--- src/hw/rtl/bilr_pkg.sv ---
`default_nettype none

package bilr_pkg;

  // Fixed field widths of the interface.
  localparam int DIM_W     = 13;
  localparam int PIX_W     = 20;
  localparam int BYTE_W    = 8;
  localparam int RGB_W     = 24;
  localparam int DIDX_W    = 24;
  localparam int KIND_W    = 2;
  localparam int CFG_IDX_W = 3;
  localparam int NUM_REGS  = 6;

  // Default sizes of the stores and the arithmetic.
  localparam int SOURCE_PIXELS_DEF = 1048576;
  localparam int ALPHA_PIXELS_DEF  = 262144;
  localparam int MAX_DIMENSION_DEF = 4096;
  localparam int FRACTION_BITS_DEF = 16;

  // Item kinds.
  localparam logic [KIND_W-1:0] KIND_RGB   = 2'd0;
  localparam logic [KIND_W-1:0] KIND_ALPHA = 2'd1;
  localparam logic [KIND_W-1:0] KIND_EMIT  = 2'd2;

  // Configuration register indexes.
  localparam logic [CFG_IDX_W-1:0] REG_SRC_W   = 3'd0;
  localparam logic [CFG_IDX_W-1:0] REG_SRC_H   = 3'd1;
  localparam logic [CFG_IDX_W-1:0] REG_DST_W   = 3'd2;
  localparam logic [CFG_IDX_W-1:0] REG_DST_H   = 3'd3;
  localparam logic [CFG_IDX_W-1:0] REG_ALPHA_W = 3'd4;
  localparam logic [CFG_IDX_W-1:0] REG_ALPHA_H = 3'd5;

  // Command to the shared multiply-accumulate unit.
  typedef struct packed {
    logic valid;
    logic accum;
  } mac_cmd_t;

  // Status of the iterative divider.
  typedef struct packed {
    logic busy;
    logic done;
  } div_stat_t;

  // A size of zero counts as one; sizes above the limit saturate.
  function automatic logic [DIM_W-1:0] dim_limit(input logic [DIM_W-1:0] v,
                                                 input int unsigned maxd);
    logic [DIM_W-1:0] r;
    r = v;
    if (v == '0) begin
      r = DIM_W'(1);
    end else if (32'(v) > maxd) begin
      r = DIM_W'(maxd);
    end
    return r;
  endfunction

endpackage

`default_nettype wire

--- src/hw/rtl/bilr_mac.sv ---
`default_nettype none

module bilr_mac import bilr_pkg::*; #(
  parameter int A_W   = 24,
  parameter int B_W   = 17,
  parameter int ACC_W = 42
) (
  input  wire logic             clk,
  input  wire mac_cmd_t         cmd,
  input  wire logic [A_W-1:0]   a,
  input  wire logic [B_W-1:0]   b,
  input  wire logic [ACC_W-1:0] addend,
  output      logic [ACC_W-1:0] acc
);

  logic [A_W+B_W-1:0] prod;
  logic [ACC_W-1:0]   acc_r;
  logic [ACC_W-1:0]   acc_nxt;

  // One product per cycle, added to the running sum or to a fresh addend.
  always_comb begin
    prod    = a * b;
    acc_nxt = (cmd.accum ? acc_r : addend) + ACC_W'(prod);
  end

  always_ff @(posedge clk) begin
    if (cmd.valid) begin
      acc_r <= acc_nxt;
    end
  end

  assign acc = acc_r;

endmodule

`default_nettype wire

--- config.mk ---
export PLATFORM = sky130hd
export DESIGN_NAME = bilr_mac
export DESIGN_NICKNAME = d
export VERILOG_FILES = /design/src/hw/rtl/bilr_pkg.sv /design/src/hw/rtl/bilr_mac.sv
export SDC_FILE = /design/constraint.sdc
export NUM_CORES = 1
export LEC_CHECK = 0
export BUFFER_PORTS_ARGS = -buffer_cell sky130_fd_sc_hd__buf_2
export CAP_MARGIN = 40
export CORE_MARGIN = 3
export CORE_UTILIZATION = 44
export CTS_BUF_LIST = sky130_fd_sc_hd__clkbuf_4 sky130_fd_sc_hd__clkbuf_8
export DETAILED_ROUTE_END_ITERATION = 16
export GPL_TIMING_DRIVEN = 0
export PLACE_DENSITY_LB_ADDON = 0.2
export SKIP_CTS_REPAIR_TIMING = 1
export SYNTH_ARGS = -nofsm -noshare
export SYNTH_HDL_FRONTEND = slang
export SYNTH_SLANG_ARGS = --single-unit
--- constraint.sdc ---
create_clock -name clk -period 11.7 [get_ports clk]
set_input_delay 1.755 -clock clk [delete_from_list [all_inputs] [get_ports clk]]
set_output_delay 1.755 -clock clk [all_outputs]
set_load 0.02 [all_outputs]
==> results.ini <==
[worst_setup_path]
path_class = in2reg
critPathMaxStageDelay_ns = 0.67
worstPathCellList = buf_2 -> clkbuf_1 -> nand2_1 -> fa_1 -> inv_1 -> fa_1 -> fa_1 -> fa_1 -> fa_1 -> inv_1 -> fa_1 -> inv_1 -> ha_1 -> buf_2 -> nand2_1 -> nor2_1 -> nand3_1 -> a211oi_2 -> o211ai_2 -> a31oi_4 -> a31oi_1 -> or4b_1 -> nand4_1
cp.arrival_ns = 8.77
worstSetupStartpointType = input pin
worst_r2r_endpoint = acc[41]
cp-startpoint = b[11]
cp_max_fo = 10
crit_top_cell = fa_1
crit_slowest_cell = clkbuf_1
cp-end-kind = flop
crit_buf_inv = 6
r2r-start = acc[10]
worst-r2r-cell-count = 19
crit_required_ns = 11.91
regToRegSetupSlack_ns = 5.37
cp_top_family = adder cells

[route]
wl_per_cell_um = 20.22
drt_pass1_iterations = 5
via_count = 11800
via_per_inst = 5.156
drt-total-wl_um = 46270
antenna_left = 0
drc_errors = 0
first_iter_violations = 834

[yosys]
synth_area_leaders = fa_1 (47%), inv_1 (10%), ha_1 (9.0%), edfxtp_1 (8.0%), nand2_1 (6.5%)
ys_warn_count = 0
syn-mean-instance-area_um2 = 9.304
synth_edf_count = 42
async_reset_ff_share_pct = 0
seq_area_frac_synth_pct = 7.997
synth.distinct_cells = 51
syn-instance-count = 1695
synth-seq-cells = 42
synth_top_cell_area_share_pct = 46.97
synth_area_um2 = 15770
synth_top_cell_by_area = fa_1
syn-num-nets = 2264
synth-main-ff-cell = edfxtp_1

[cts]
h-tree-depth = 2
cts_buffers = 5
cts-root-buf = clkbuf_8
clkLatencyLatePin_ns = 0.35
cts_tree = done
clock_path_buffers = 2
clkTransAtPathRegs_ns = 0.09
clock_sinks = 42

[floorplanning]
die_h_um = 195.3
ioPinCount = 128
start_util_pct = 45.10
die_x_um = 195.3
placementRows = 68
die_area_um2 = 38150
fp.coreArea_um2 = 34970

[worst_hold_path]
hold_end = acc[0]
hold_start = acc[0]
worstHoldPathCells = 2
hold_path_class = reg2reg

[grt]
antenna_found_initial = 3
gr-usage-met2_pct = 40.76
track_usage_pct = 25.30
grt_overflow = 0
gr-max-usage-layer = met2
use_met1_pct = 36.00
grt_use_met3_pct = 4.469
grt_pass1_vias = 12740
grt_max_degree = 29
grt_pass1_wl_um = 73730

[placed_design]
port_buffers = 126
gp_congestion = 1.000
dp_hpwl_um = 39810

[sta]
maxSlewHeadroom_pct = 44.14
fin_skew_ns = 0.02139
worst_pin_slew_ns = 0.8379
fmax_ghz = 0.1168
setup_tns_ns = 0
period_needed_ns = 8.563
slew_violations = 0
rsz0062_at_grt = false
hold_viol = 0
finalSetupViolCount = 0
min_period_over_period_pct = 73.18

[run]
maxCapViolations = 0

[finish]
largest_register_ffs = 42
syn_to_final_growth_pct = 8.529
num-nets-final = 2401
drive_gt1_share_pct = 9.056
final_cell_mix = inv_1 (428), fa_1 (370), nand2_1 (271)
layout_commonest_cell = inv_1

[status]
status = finished clean

## how the worst max path moves through the flow
stage	endpoint	slack [ns]	cells past startpoint
3_3_place_gp	acc[41]	2.76	21
4_1_cts	acc[41]	3.21	21
3_5_place_dp	acc[41]	2.87	21
5_1_grt	acc[41]	2.79	21
6_report	acc[40]	3.14	23
2_1_floorplan	acc[41]	4.27	21
## metrics by stage
step,hold slack [ns],setup slack (ns),cell area (um2),instances,util [%]
after floorplan,0.8249,4.271,15770,1695,-
after global placement,0.6844,2.755,16970,2276,48.53
after detailed placement,0.6895,2.869,17030,2280,48.69
after CTS,0.7066,3.211,17110,2288,48.94
after global routing,0.7483,2.792,17120,2289,48.94
final,0.6994,3.137,17120,2289,48.94
## worst reg2reg max path: cells and delay by family (launching register included)
kind | cells | cell delay, ns
multiplexers | 1 | 0.26
adder cells (fa/ha/maj) | 6 | 2.77
buffers and inverters | 3 | 0.20
XOR/XNOR | 1 | 0.15
flip-flops | 1 | 0.40
AO/OA/AOI/OAI | 8 | 2.29
## routing by layer
metal | wire, um | up-vias
li1 | - | 5260
met1 | 20080 | 5998
met2 | 21200 | 469
met3 | 3920 | 72
met4 | 1049 | 4
met5 | 21 | -
## layout make-up
cell class                 instances  area, um2
fill                            3424      17850
clock inverter                     2      8.758
sequential                        42       1261
buffer                            74      284.0
inverter                         428       1607
clock buffer                       6      76.32
multi-input combinational       1151      12620
tap                              455      569.3
antenna                            1      2.502
timing repair buffer             130      688.2
## cell usage after synthesis (8+ instances only)
library cell	count
edfxtp_1	42
clkbuf_1	67
a21o_1	22
nand3_1	10
o21ai_0	9
xnor2_1	27
xor2_1	8
mux2i_1	28
ha_1	113
nand2_1	271
and2_1	160
fa_1	370
a21oi_1	32
mux2_2	16
inv_1	428
nor2_1	13
## kinds of logic (layout without fill, tap and decap cells)
logic type | after synthesis | in the layout | synth area share [%]
adders and majority gates | 483 | 483 | 55.93
and+or+nand+nor | 482 | 482 | 14.52
xor gates and xnor gates | 35 | 35 | 1.944
AOI/OAI and AO/OA | 107 | 107 | 4.697
other | 0 | 1 | 0
DFF | 42 | 42 | 7.997
buffers and inverters | 502 | 640 | 11.99
muxes | 44 | 44 | 2.920
Power is not shown: default switching activity piles up to over one toggle a cycle in this logic, so the estimate is an artifact.
