[src/hw/rtl/bilr_pkg.sv]
`default_nettype none

package bilr_pkg;

  // Fixed field widths of the interface.
  localparam int DIM_W     = 13;
  localparam int PIX_W     = 20;
  localparam int BYTE_W    = 8;
  localparam int RGB_W     = 24;
  localparam int DIDX_W    = 24;
  localparam int KIND_W    = 2;
  localparam int CFG_IDX_W = 3;
  localparam int NUM_REGS  = 6;

  // Default sizes of the stores and the arithmetic.
  localparam int SOURCE_PIXELS_DEF = 1048576;
  localparam int ALPHA_PIXELS_DEF  = 262144;
  localparam int MAX_DIMENSION_DEF = 4096;
  localparam int FRACTION_BITS_DEF = 16;

  // Item kinds.
  localparam logic [KIND_W-1:0] KIND_RGB   = 2'd0;
  localparam logic [KIND_W-1:0] KIND_ALPHA = 2'd1;
  localparam logic [KIND_W-1:0] KIND_EMIT  = 2'd2;

  // Configuration register indexes.
  localparam logic [CFG_IDX_W-1:0] REG_SRC_W   = 3'd0;
  localparam logic [CFG_IDX_W-1:0] REG_SRC_H   = 3'd1;
  localparam logic [CFG_IDX_W-1:0] REG_DST_W   = 3'd2;
  localparam logic [CFG_IDX_W-1:0] REG_DST_H   = 3'd3;
  localparam logic [CFG_IDX_W-1:0] REG_ALPHA_W = 3'd4;
  localparam logic [CFG_IDX_W-1:0] REG_ALPHA_H = 3'd5;

  // Command to the shared multiply-accumulate unit.
  typedef struct packed {
    logic valid;
    logic accum;
  } mac_cmd_t;

  // Status of the iterative divider.
  typedef struct packed {
    logic busy;
    logic done;
  } div_stat_t;

  // A size of zero counts as one; sizes above the limit saturate.
  function automatic logic [DIM_W-1:0] dim_limit(input logic [DIM_W-1:0] v,
                                                 input int unsigned maxd);
    logic [DIM_W-1:0] r;
    r = v;
    if (v == '0) begin
      r = DIM_W'(1);
    end else if (32'(v) > maxd) begin
      r = DIM_W'(maxd);
    end
    return r;
  endfunction

endpackage

`default_nettype wire

[src/hw/rtl/bilr_div.sv]
`default_nettype none

module bilr_div import bilr_pkg::*; #(
  parameter int DVD_W = 30,
  parameter int DVS_W = 14
) (
  input  wire logic             clk,
  input  wire logic             rst_n,
  input  wire logic             start,
  input  wire logic [DVD_W-1:0] dividend,
  input  wire logic [DVS_W-1:0] divisor,
  output      div_stat_t        stat,
  output      logic [DVD_W-1:0] quotient,
  output      logic [DVS_W-1:0] remainder
);

  localparam int CNT_W = $clog2(DVD_W + 1);

  logic [DVS_W:0]   rem_r, rem_nxt;
  logic [DVD_W-1:0] quo_r, quo_nxt;
  logic [DVS_W-1:0] dvs_r;
  logic [CNT_W-1:0] cnt_r, cnt_nxt;
  logic             busy_r, busy_nxt;
  logic             done_r, done_nxt;
  logic [DVS_W:0]   shifted;

  // Restoring division, one quotient bit per cycle.
  always_comb begin
    shifted  = {rem_r[DVS_W-1:0], quo_r[DVD_W-1]};
    rem_nxt  = rem_r;
    quo_nxt  = quo_r;
    cnt_nxt  = cnt_r;
    busy_nxt = busy_r;
    done_nxt = 1'b0;
    if (start) begin
      rem_nxt  = '0;
      quo_nxt  = dividend;
      cnt_nxt  = CNT_W'(DVD_W);
      busy_nxt = 1'b1;
    end else if (busy_r) begin
      if (shifted >= {1'b0, dvs_r}) begin
        rem_nxt = shifted - {1'b0, dvs_r};
        quo_nxt = {quo_r[DVD_W-2:0], 1'b1};
      end else begin
        rem_nxt = shifted;
        quo_nxt = {quo_r[DVD_W-2:0], 1'b0};
      end
      cnt_nxt = cnt_r - CNT_W'(1);
      if (cnt_r == CNT_W'(1)) begin
        busy_nxt = 1'b0;
        done_nxt = 1'b1;
      end
    end
  end

  always_ff @(posedge clk) begin
    if (!rst_n) begin
      busy_r <= 1'b0;
      done_r <= 1'b0;
      cnt_r  <= '0;
    end else begin
      busy_r <= busy_nxt;
      done_r <= done_nxt;
      cnt_r  <= cnt_nxt;
    end
  end

  always_ff @(posedge clk) begin
    rem_r <= rem_nxt;
    quo_r <= quo_nxt;
    if (start) begin
      dvs_r <= divisor;
    end
  end

  assign stat.busy = busy_r;
  assign stat.done = done_r;
  assign quotient  = quo_r;
  assign remainder = rem_r[DVS_W-1:0];

endmodule

`default_nettype wire

[config.mk]
export PLATFORM = sky130hd
export DESIGN_NAME = bilr_div
export DESIGN_NICKNAME = d
export VERILOG_FILES = /design/src/hw/rtl/bilr_pkg.sv /design/src/hw/rtl/bilr_div.sv
export SDC_FILE = /design/constraint.sdc
export NUM_CORES = 1
export LEC_CHECK = 0
export BUFFER_PORTS_ARGS = -buffer_cell sky130_fd_sc_hd__buf_2
export CELL_PAD_IN_SITES_DETAIL_PLACEMENT = 1
export CELL_PAD_IN_SITES_GLOBAL_PLACEMENT = 1
export CORE_MARGIN = 3
export CORE_UTILIZATION = 37
export CTS_CLUSTER_SIZE = 40
export DETAILED_ROUTE_END_ITERATION = 12
export PLACE_DENSITY_LB_ADDON = 0.1
export SYNTH_ARGS = -nofsm -noshare
export SYNTH_HDL_FRONTEND = slang
export SYNTH_SLANG_ARGS = --single-unit
[constraint.sdc]
create_clock -name clk -period 2.7 [get_ports clk]
set_input_delay 0.135 -clock clk [delete_from_list [all_inputs] [get_ports clk]]
set_output_delay 0.135 -clock clk [all_outputs]
set_load 0.02 [all_outputs]
==> flow_summary.yaml <==
timing:
  rsz0062_at_grt: "yes"
  timing.final.ws_setup_ps: 118.1
  finalSetupViolations: 0
  fmax_mhz: 387.3
  period_minus_slack_ps: 2582
  hold_viol: 0
  slew_viol_final: 0
  hold_ws_ps: 92.07
  min_period_over_period_pct: 95.63
  worstMarginPinSlew_ps: 669.0
  relSlewSlack_pct: 55.24
  finalClockSkew_ps: 6.560
floorplanning:
  dieHeight_um: 102.7
  ios: 93
  die_w_um: 102.7
  start_util_pct: 38.94
  row_count: 34
  die-area_um2: 10550
  core_um2: 8891
setup_path:
  critPathSlowestCell: "edfxtp_1"
  crit_path_end_kind: "flop"
  crit_type: "reg2reg"
  required_ps: 2790
  crit_path_frequent_cell: "buf_4"
  cpPeakStageDelay_ps: 370
  worstSetupStartpointType: "flop"
  critPathTopFamily: "compound AO/OA/AOI/OAI gates"
  cp.arrival_ps: 2670
  crit_path_max_fanout: 7
  path_buf_inv: 3
  worstPathCellList: "inv_1, ha_1, a21o_1, a2111oi_2, o2bb2ai_2, o22a_2, a32oi_4, buf_4, buf_4, mux2_2"
placement:
  place.port_buffers: 92
  dpl_worst_slack_ps: 17.35
  dp_hpwl_mm: 6.338
  gp_congestion: 0.8100
finish:
  area_growth_pct: 30.29
  final_common_cell: "buf_2"
  most-common-layout-cells: "buf_2 (92), edfxtp_1 (44), mux2_2 (31), buf_4 (24), nand2_1 (22)"
  diodes: 0
  layout-drive-gt1-share_pct: 41.98
  nets: 484
drt:
  wl_per_cell_um: 16.09
  drc: 0
  routed_wirelength_mm: 8.560
  drtAntennaViolNets: 0
  vias: 2670
  viasPerCell: 5.019
  dr.pass1.iters: 4
  dr.first_iter.drc_count: 57
grt:
  grt_pass1_vias: 2842
  grt_pass1_wl_mm: 13.86
  antenna_found_initial: 0
  gr-total-overflow: 0
  grt_max_degree: 30
  track_usage_pct: 17.14
clocking:
  clock_sinks: 65
  numCtsBuffers: 9
  cts_buffer_depth: 2
  root_buffer: "clkbuf_8"
  worstSkewPairLatency_ps: 340
  ctsHtreeMaxLevel: 3
  clkTransAtPathRegs_ps: 80
  tritoncts: "yes"
run_status:
  status: "complete, no violations"
synth:
  synth_nets: 356
  yosysWarningCount: 0
  yosys_register_bits: 65
  synthArstFlopShare_pct: 0
  ys_types: 50
  syn_inst: 291
  netlist_area_um2: 3462
  synth_ff_type: "edfxtp_1"
  synth-edff-count: 44
  synth.avg_cell_area_um2: 11.90
  synth-seq-area-share_pct: 50.31
min_path:
  hold_class: "in2reg"
job:
  cap_viol_max_count: 0
pwr:
  leakage_nw: 1.965
  peakVddDrop_mv: 0.2923
  p_per_area_nw_per_um2: 611.6
==> worst register-to-register path: stages, from the launching register on <==
cell	delay [ps]
edfxtp_1	370
inv_1	60
ha_1	230
a21o_1	200
a2111oi_2	330
o2bb2ai_2	160
o22a_2	210
a32oi_4	170
buf_4	220
buf_4	140
mux2_2	250
==> synth_stat cells (2+ instances only) <==
| cell type | count | area, um2 |
|---|---|---|
| a21o_1 | 2 | 15.01 |
| o311ai_0 | 2 | 17.52 |
| nor3_1 | 3 | 15.01 |
| xnor2_1 | 7 | 61.31 |
| o31ai_1 | 3 | 22.52 |
| nor2b_1 | 3 | 18.77 |
| clkbuf_8 | 4 | 55.05 |
| mux2i_1 | 11 | 110.1 |
| o21ai_0 | 7 | 35.03 |
| ha_1 | 17 | 212.7 |
| mux2_2 | 31 | 349.1 |
| clkbuf_1 | 3 | 11.26 |
| xor2_1 | 7 | 61.31 |
| a211oi_1 | 9 | 67.56 |
| inv_1 | 22 | 82.58 |
| a21oi_1 | 11 | 55.05 |
| edfxtp_1 | 44 | 1321 |
| nand3_1 | 6 | 30.03 |
| nor2_1 | 22 | 82.58 |
| buf_4 | 3 | 22.52 |
| dfxtp_1 | 21 | 420.4 |
| nand2_1 | 22 | 82.58 |
| o21bai_1 | 2 | 15.01 |
| nand2b_1 | 2 | 12.51 |
| nor4_1 | 2 | 12.51 |
==> cell type report <==
type / count / area [um2]
Clock inverter: 5 / 80.08
Inverter: 22 / 82.58
Sequential cell: 65 / 1742
Fill cell: 993 / 4380
Timing Repair Buffer: 130 / 780.7
Clock buffer: 11 / 131.4
Multi-Input combinational cell: 191 / 1559
Tap cell: 108 / 135.1
==> per-stage QoR <==
step / instance area (um2) / std cells / TNS, ps / power, mW / utilization (%)
4_1_cts: 4462 / 530 / 0 / 2.784 / 50.18
6_report: 4511 / 532 / 0 / 2.758 / 50.73
5_1_grt: 4511 / 532 / -30.74 / 2.903 / 50.73
2_1_floorplan: 3468 / 291 / 0 / 1.635 / -
3_3_place_gp: 4110 / 500 / 0 / 1.824 / 46.23
3_5_place_dp: 4110 / 500 / 0 / 1.840 / 46.23
==> routing by layer <==
| layer | up-vias | GRT usage, % | routed length [um] |
|---|---|---|---|
| met5 | - | 0 | 0 |
| met4 | 0 | 5.080 | 121 |
| met3 | 10 | 3.518 | 264 |
| met2 | 57 | 29.94 | 4242 |
| met1 | 1289 | 21.40 | 3932 |
| li1 | 1314 | - | - |
==> what timing repair did <==
item	CTS	global route
hold buffers	14	0
hold endpoints to repair	14	0
resized for setup	0	6
setup endpoints to repair	0	3
setup buffers	0	2
==> state kept, by name (all words and copies together) (netlist names) <==
register and count:
busy_r 1, cnt_r 5, done_r 1, dvs_r 14, quotient 30, rem_r 14
==> worst paths after layout <==
check / from / to / slack, ps / cells past startpoint
setup / recovery: dvs_r[6] / quotient[0] / 120 / 10
hold / removal: dividend[25] / quotient[25] / 90 / 2
setup reg to reg: dvs_r[6] / quotient[0] / 120 / 10
hold reg to reg: rem_r[8] / rem_r[8] / 500 / 2
==> logic make-up (layout without fill, tap and decap cells) <==
family          after synthesis  after routing  share of synthesized area, %
xor+xnor                     14             14                         3.542
buf+inv                      35            168                         5.818
compound gates               49             49                         11.06
simple gates                 68             68                         9.288
flops                        65             65                         50.31
mux                          42             42                         13.26
fa+ha+maj                    18             18                         6.722
==> power by group <==
part | total, mW | switching, mW | leakage (nW) | internal (mW)
clock | 0.912 | 0.393 | 0.0995 | 0.519
combinational | 0.634 | 0.348 | 1.25 | 0.285
sequential | 1.21 | 0.0480 | 0.612 | 1.16
total | 2.76 | 0.789 | 1.97 | 1.97
Note: power is estimated with default switching activity, not from simulation.
